<file path="src/rtl/status_led_blink_sequencer_defines.svh">
// Assertion macros for the status LED blink sequencer.
// Expects clk_i and rst_ni to be visible where the macros are used.
`ifndef STATUS_LED_BLINK_SEQUENCER_DEFINES_SVH
`define STATUS_LED_BLINK_SEQUENCER_DEFINES_SVH

// Consequent checked in the same cycle as the antecedent.
`define SLBS_ASSERT_SAME(label, ante, cons) \
  label: assert property (@(posedge clk_i) disable iff (!rst_ni) (ante) |-> (cons)) \
    else $error("status LED sequencer check failed");

// Consequent checked in the cycle after the antecedent.
`define SLBS_ASSERT_NEXT(label, ante, cons) \
  label: assert property (@(posedge clk_i) disable iff (!rst_ni) (ante) |=> (cons)) \
    else $error("status LED sequencer check failed");

`endif

</file>
<file path="src/rtl/slbs_pkg.sv">
// Shared types, codes and pattern tables for the status LED blink sequencer.
// No dependencies.
package slbs_pkg;

  localparam int unsigned TicksPerMsDef = 1;
  localparam int unsigned TicksWidth    = 11;
  localparam int unsigned TicksMax      = 2047;

  localparam logic ACT_TICK = 1'b0;
  localparam logic ACT_MODE = 1'b1;

  localparam logic [2:0] MODE_OFF     = 3'd0;
  localparam logic [2:0] MODE_STARTUP = 3'd1;
  localparam logic [2:0] MODE_WIFI    = 3'd2;
  localparam logic [2:0] MODE_MQTT    = 3'd3;
  localparam logic [2:0] MODE_SMART   = 3'd4;
  localparam logic [2:0] MODE_OTA     = 3'd5;
  localparam logic [2:0] MODE_READY   = 3'd6;
  localparam logic [2:0] MODE_ERROR   = 3'd7;

  typedef enum logic [2:0] {
    PER_75,
    PER_100,
    PER_150,
    PER_200,
    PER_400,
    PER_1000,
    PER_2000
  } period_e;

  // Period in milliseconds scaled to ticks, saturated to the countdown range.
  function automatic int unsigned sat_ticks(input int unsigned ms, input int unsigned tpm);
    int unsigned t;
    t = ms * tpm;
    if (t > TicksMax) begin
      t = TicksMax;
    end
    return t;
  endfunction

  // Number of phases in each blinking pattern.
  function automatic logic [3:0] pat_len(input logic [2:0] mode);
    logic [3:0] len;
    case (mode)
      MODE_WIFI:  len = 4'd2;
      MODE_MQTT:  len = 4'd4;
      MODE_SMART: len = 4'd6;
      MODE_OTA:   len = 4'd8;
      MODE_READY: len = 4'd4;
      default:    len = 4'd0;
    endcase
    return len;
  endfunction

  // Period of one phase of a blinking pattern.
  function automatic period_e pat_period(input logic [2:0] mode, input logic [2:0] ph);
    period_e p;
    p = PER_200;
    case (mode)
      MODE_WIFI:  p = (ph == 3'd1) ? PER_1000 : PER_200;
      MODE_MQTT:  p = (ph == 3'd3) ? PER_2000 : PER_400;
      MODE_SMART: p = (ph == 3'd5) ? PER_1000 : PER_200;
      MODE_OTA:   p = (ph == 3'd7) ? PER_1000 : PER_200;
      MODE_READY: begin
        case (ph)
          3'd1:    p = PER_75;
          3'd3:    p = PER_1000;
          default: p = PER_150;
        endcase
      end
      default:    p = PER_200;
    endcase
    return p;
  endfunction

endpackage

</file>
<file path="src/rtl/status_led_blink_sequencer.sv">
// Status LED blink sequencer: countdown, pattern table and result register.
// Depends on slbs_pkg and status_led_blink_sequencer_defines.svh.
//
// Channel  | Direction | Handshake                     | Payload
// s_axis   | in        | s_axis_tvalid / s_axis_tready | tdata: mode, tuser: action
// m_axis   | out       | m_axis_tvalid / m_axis_tready | tdata: pin_level, tuser: step_taken
// cfg      | in        | cfg_valid_i / cfg_ready_o     | cfg_data_i: active_high
//
// One beat per cycle while the result is drained; each input beat yields its result beat in the next cycle.
// The state update and table lookup sit between the input and the result register.
// A stalled result blocks input only while the result register is full and not drained.
// Reset leaves mode off, phase 0, LED unlit, countdown at 200 ms and polarity active high.
`include "status_led_blink_sequencer_defines.svh"

module status_led_blink_sequencer
  import slbs_pkg::*;
#(
  parameter int unsigned TICKS_PER_MS = TicksPerMsDef
) (
  input  logic       clk_i,
  input  logic       rst_ni,
  input  logic       s_axis_tvalid,
  output logic       s_axis_tready,
  input  logic [7:0] s_axis_tdata,   // [2:0] mode, [7:3] zero
  input  logic       s_axis_tuser,   // [0] action
  output logic       m_axis_tvalid,
  input  logic       m_axis_tready,
  output logic [7:0] m_axis_tdata,   // [0] pin_level, [7:1] zero
  output logic       m_axis_tuser,   // [0] step_taken
  input  logic       cfg_valid_i,
  output logic       cfg_ready_o,
  input  logic       cfg_data_i
);

  localparam logic [TicksWidth-1:0] T75   = TicksWidth'(sat_ticks(75, TICKS_PER_MS));
  localparam logic [TicksWidth-1:0] T100  = TicksWidth'(sat_ticks(100, TICKS_PER_MS));
  localparam logic [TicksWidth-1:0] T150  = TicksWidth'(sat_ticks(150, TICKS_PER_MS));
  localparam logic [TicksWidth-1:0] T200  = TicksWidth'(sat_ticks(200, TICKS_PER_MS));
  localparam logic [TicksWidth-1:0] T400  = TicksWidth'(sat_ticks(400, TICKS_PER_MS));
  localparam logic [TicksWidth-1:0] T1000 = TicksWidth'(sat_ticks(1000, TICKS_PER_MS));
  localparam logic [TicksWidth-1:0] T2000 = TicksWidth'(sat_ticks(2000, TICKS_PER_MS));

  logic                  active_high_q;
  logic [2:0]            mode_q, mode_d;
  logic [3:0]            phase_q, phase_d;
  logic [TicksWidth-1:0] ticks_q, ticks_d;
  logic                  lit_q, lit_d;
  logic                  step_d;
  period_e               per;
  logic                  m_valid_q;
  logic                  m_pin_q;
  logic                  m_step_q;
  logic                  s_fire;
  logic [2:0]            in_mode;

  assign in_mode       = s_axis_tdata[2:0];
  assign s_axis_tready = !m_valid_q || m_axis_tready;
  assign s_fire        = s_axis_tvalid && s_axis_tready;
  assign cfg_ready_o   = 1'b1;

  always_comb begin
    mode_d  = mode_q;
    phase_d = phase_q;
    ticks_d = ticks_q;
    lit_d   = lit_q;
    step_d  = 1'b0;
    per     = PER_100;
    if (s_axis_tuser == ACT_MODE) begin
      if (in_mode != mode_q) begin
        mode_d  = in_mode;
        phase_d = 4'd0;
      end
    end else if (ticks_q > TicksWidth'(1)) begin
      ticks_d = ticks_q - TicksWidth'(1);
    end else begin
      step_d = 1'b1;
      if (mode_q == MODE_OFF) begin
        lit_d = 1'b0;
        per   = PER_1000;
      end else if (mode_q == MODE_ERROR) begin
        lit_d = 1'b1;
        per   = PER_1000;
      end else if (mode_q == MODE_STARTUP) begin
        lit_d   = !phase_q[0];
        phase_d = phase_q + 4'd1;
        per     = PER_200;
      end else if (phase_q < pat_len(mode_q)) begin
        lit_d   = !phase_q[0];
        phase_d = phase_q + 4'd1;
        per     = pat_period(mode_q, phase_q[2:0]);
      end else begin
        phase_d = 4'd0;
        per     = PER_100;
      end
      unique case (per)
        PER_75:   ticks_d = T75;
        PER_100:  ticks_d = T100;
        PER_150:  ticks_d = T150;
        PER_200:  ticks_d = T200;
        PER_400:  ticks_d = T400;
        PER_1000: ticks_d = T1000;
        PER_2000: ticks_d = T2000;
        default:  ticks_d = T100;
      endcase
    end
  end

  always_ff @(posedge clk_i or negedge rst_ni) begin
    if (!rst_ni) begin
      active_high_q <= 1'b1;
      mode_q        <= MODE_OFF;
      phase_q       <= 4'd0;
      ticks_q       <= T200;
      lit_q         <= 1'b0;
      m_valid_q     <= 1'b0;
    end else begin
      if (cfg_valid_i && cfg_ready_o) begin
        active_high_q <= cfg_data_i;
      end
      if (s_fire) begin
        mode_q  <= mode_d;
        phase_q <= phase_d;
        ticks_q <= ticks_d;
        lit_q   <= lit_d;
      end
      if (s_fire) begin
        m_valid_q <= 1'b1;
      end else if (m_axis_tready) begin
        m_valid_q <= 1'b0;
      end
    end
  end

  always_ff @(posedge clk_i) begin
    if (s_fire) begin
      m_pin_q  <= ~(lit_d ^ active_high_q);
      m_step_q <= step_d;
    end
  end

  assign m_axis_tvalid = m_valid_q;
  assign m_axis_tdata  = {7'd0, m_pin_q};
  assign m_axis_tuser  = m_step_q;

  `SLBS_ASSERT_NEXT(a_mode_beat_no_step, s_fire && s_axis_tuser == ACT_MODE, !m_axis_tuser && $stable(ticks_q))
  `SLBS_ASSERT_NEXT(a_tick_counts_down, s_fire && s_axis_tuser == ACT_TICK && ticks_q > TicksWidth'(1), !m_axis_tuser && ticks_q == $past(ticks_q) - TicksWidth'(1))
  `SLBS_ASSERT_NEXT(a_expiry_reloads, s_fire && s_axis_tuser == ACT_TICK && ticks_q <= TicksWidth'(1), m_axis_tuser && ticks_q != '0)

endmodule

</file>
<file path="config.mk">
export PLATFORM = sky130hd
export DESIGN_NAME = status_led_blink_sequencer
export DESIGN_NICKNAME = d
export VERILOG_FILES = /design/src/rtl/slbs_pkg.sv /design/src/rtl/status_led_blink_sequencer.sv
export VERILOG_INCLUDE_DIRS = /design/src /design/src/rtl
export SDC_FILE = /design/constraint.sdc
export NUM_CORES = 1
export LEC_CHECK = 0
export BUFFER_PORTS_ARGS = -buffer_cell sky130_fd_sc_hd__clkbuf_2
export CAP_MARGIN = 20
export CORE_ASPECT_RATIO = 1.4
export CORE_MARGIN = 5
export CORE_UTILIZATION = 35
export CTS_BUF_LIST = sky130_fd_sc_hd__clkbuf_8
export CTS_CLUSTER_SIZE = 12
export DETAILED_ROUTE_END_ITERATION = 10
export HOLD_SLACK_MARGIN = 0.02
export MAX_ROUTING_LAYER = met4
export PLACE_DENSITY = 0.59
export REMOVE_ABC_BUFFERS = 1
export SLEW_MARGIN = 20
export SYNTH_ARGS = -nofsm -noshare
export SYNTH_HDL_FRONTEND = slang
export SYNTH_SLANG_ARGS = --single-unit
</file>
<file path="constraint.sdc">
create_clock -name clk_i -period 3.44 [get_ports clk_i]
set_clock_uncertainty 0.05 [all_clocks]
set_input_delay 0.172 -clock clk_i [delete_from_list [all_inputs] [get_ports clk_i]]
set_output_delay 0.172 -clock clk_i [all_outputs]
set_load 0.03 [all_outputs]
</file>
==> flow_summary.yaml <==
status:
  outcome: "finished clean"
worst_setup_path:
  cp_max_fo: 11
  reg2reg_depth: 11
  crit_type: "reg -> reg"
  cp-start-kind: "flop"
  required_ns: 3.58
  cp-end-kind: "flop"
  crit_arrival_ns: 2.95
logic_synthesis:
  synth_area_per_cell_um2: 8.20
  synth_compound_area_share_pct: 20.9
  synth_seq_cells: 23
  yosys.area.top_type: "dfrtp_1"
  ys_top_cells_by_area: "dfrtp_1 24%, dfstp_2 5.9%, ha_1 5.6%"
  synth_cells: 218
  netlist.area_leader.share_pct: 23.8
  yosys.area_share.simple_pct: 25.8
  ys_warn_count: 0
  ys.flop_type: "dfrtp_1"
  synth_cell_types: 53
  synth_seq_area_share_pct: 33.1
  muxShareOfSynthArea_pct: 3.08
  synth_top_family_by_area: "simple AND/OR/NAND/NOR gates"
  synth-xor-area-share_pct: 2.94
  synth_edf_count: 2
  synthAdderAreaFrac_pct: 5.60
  syn_area_um2: 1790
  synth-async-reset-ratio_pct: 91.3
min_path:
  min_path_type: "in -> reg"
  min_path_cells: 2
timing:
  min_period_ns: 2.81
  holdWs_ns: 0.0582
  drv_slew: 0
  setup-violations-final: 0
  period_share_pct: 81.6
  rsz0062_at_grt: "no"
  tightest_slew_ns: 0.772
  slew_headroom_pct: 48.4
  setup_tns_ns: 0
  hold_viol_final: 0
  fmax_ghz: 0.356
die:
  initial_utilization_pct: 36.3
  io_pins: 27
  coreArea_um2: 4920
  chipWidth_um: 70.4
  die_area_um2: 6650
  std_cell_rows: 30
  dieHeight_um: 94.5
power_and_ir_drop:
  finalPower_uw: 1150
  peakVddDrop_mv: 0.230
  cellLeakagePower_uw: 0.000814
  powerDensity_nw_per_um2: 596
clocking:
  cts_buffers: 3
  clk_latency_ns: 0.27
  cts_sinks: 23
  htreeDepth: 1
  cts_root_buf: "clkbuf_8"
  clk_pin_slew_worst_paths_ns: 0.08
  cts_setup_buffers: 0
  cts_tree: "yes"
  cts_max_path_buffers: 2
  cts_hold_buf: 1
  cts_resized: 0
finish:
  antenna_cells: 0
  final_cell_mix: "21 x nand2_1, 21 x nor2_1, 17 x dfrtp_1, 16 x a21oi_1, 13 x clkbuf_2"
  drive_above_1_share_pct: 16.7
  finish.utilization_pct: 39.2
  final_nets: 252
  syn2layout_area_growth_pct: 7.91
  design_area_um2: 1930
drt:
  routedWlPerCell_um: 13.4
  num_vias: 1526
  drt_first_pass_iters: 4
  drt_iter0_drc: 105
  drt_wl_total_um: 3900
  viasPerCell: 5.23
  route.antenna.remaining_nets: 0
  route.detailed.drc: 0
grt:
  antenna_found_initial: 0
  grt_max_degree: 22
  grt.overflow.total: 0
  first_global_vias: 1493
  grt_pass1_wl_um: 6660
  track_usage_pct: 12.4
flow_run:
  max-cap-violations: 0
place:
  dp_hpwl_um: 3020
  port_buffers: 13
  dpl_cell_area_um2: 1870
  gp_congestion: 0.784
==> final timing paths <==
check	start	end	slack [ns]
hold reg to reg	phase_q[3]$_DFFE_PN0P_	phase_q[3]$_DFFE_PN0P_	0.46
setup / recovery	mode_q[2]$_DFFE_PN0P_	ticks_q[9]$_DFFE_PN0P_	0.63
hold / removal	s_axis_tvalid	m_axis_tvalid$_DFFE_PN0P_	0.06
max in group asynchronous	rst_ni	active_high_q$_DFFE_PN1P_	2.58
min in group asynchronous	rst_ni	ticks_q[1]$_DFFE_PN0P_	0.37
setup reg to reg	mode_q[2]$_DFFE_PN0P_	ticks_q[9]$_DFFE_PN0P_	0.63
==> routing by layer <==
metal	up-vias	wire [um]	track usage [%]
li1	773	-	-
met1	705	1630	14.0
met2	38	2050	21.7
met3	10	112	1.49
met4	0	106	5.75
met5	-	0	-
==> layout make-up <==
class                           count  area [um^2]
Inverter                            9         33.8
Sequential cell                    23          591
Timing Repair Buffer               18          105
Clock inverter                      1         5.00
Clock buffer                        3         41.3
Multi-Input combinational cell    174         1070
Fill cell                         512         2990
Tap cell                           64         80.1
==> cells in the mapped netlist (5+ instances only) <==
cell       n
nor2_1    21
a21oi_1   16
xor2_1     5
nand2_1   21
ha_1       8
nor3_1     9
dfrtp_1   17
clkbuf_1   5
o21ai_1    6
nand2b_1   8
buf_4      9
o21ai_0    9
nand3_1   10
inv_1      9
==> state kept, by name (all words and copies together), names as in the netlist <==
name	count
active_high_q	1
lit_q	1
m_axis_tuser	1
m_axis_tvalid	1
m_pin_q	1
mode_q	3
phase_q	4
ticks_q	11
==> where the power goes <==
group	switching (uW)	internal, uW	total (uW)	leakage, uW
combinational	282	207	490	0.000515
clock	91.8	80.9	173	0.0000255
sequential	119	369	488	0.000274
total	493	657	1150	0.000814
==> kinds of logic (layout without fill, tap and decap cells) <==
| family | after synthesis | in the layout |
|---|---|---|
| other cells | 2 | 8 |
| buf+inv | 27 | 31 |
| fa+ha+maj | 8 | 8 |
| simple gates | 90 | 90 |
| xor+xnor | 6 | 6 |
| flops | 23 | 23 |
| mux | 5 | 5 |
| compound gates | 57 | 57 |
==> critical path, cell delays in order, from the launching register on <==
cell and delay [ns]:
dfrtp_1 0.51, nand2b_1 0.25, inv_1 0.08, a21oi_1 0.06, ha_1 0.21, a221o_1 0.32
a221oi_1 0.29, o31ai_1 0.14, a21oi_2 0.30, xor2_1 0.26, a31oi_1 0.12, o21ai_1 0.15
==> metrics by stage <==
stage / worst slack, ns / instances
3_5_place_dp: 0.655 / 287
4_1_cts: 0.627 / 292
3_3_place_gp: 0.657 / 287
2_1_floorplan: 0.864 / 206
6_report: 0.634 / 292
5_1_grt: 0.329 / 292
No activity file was read; power rests on OpenSTA's default activity.
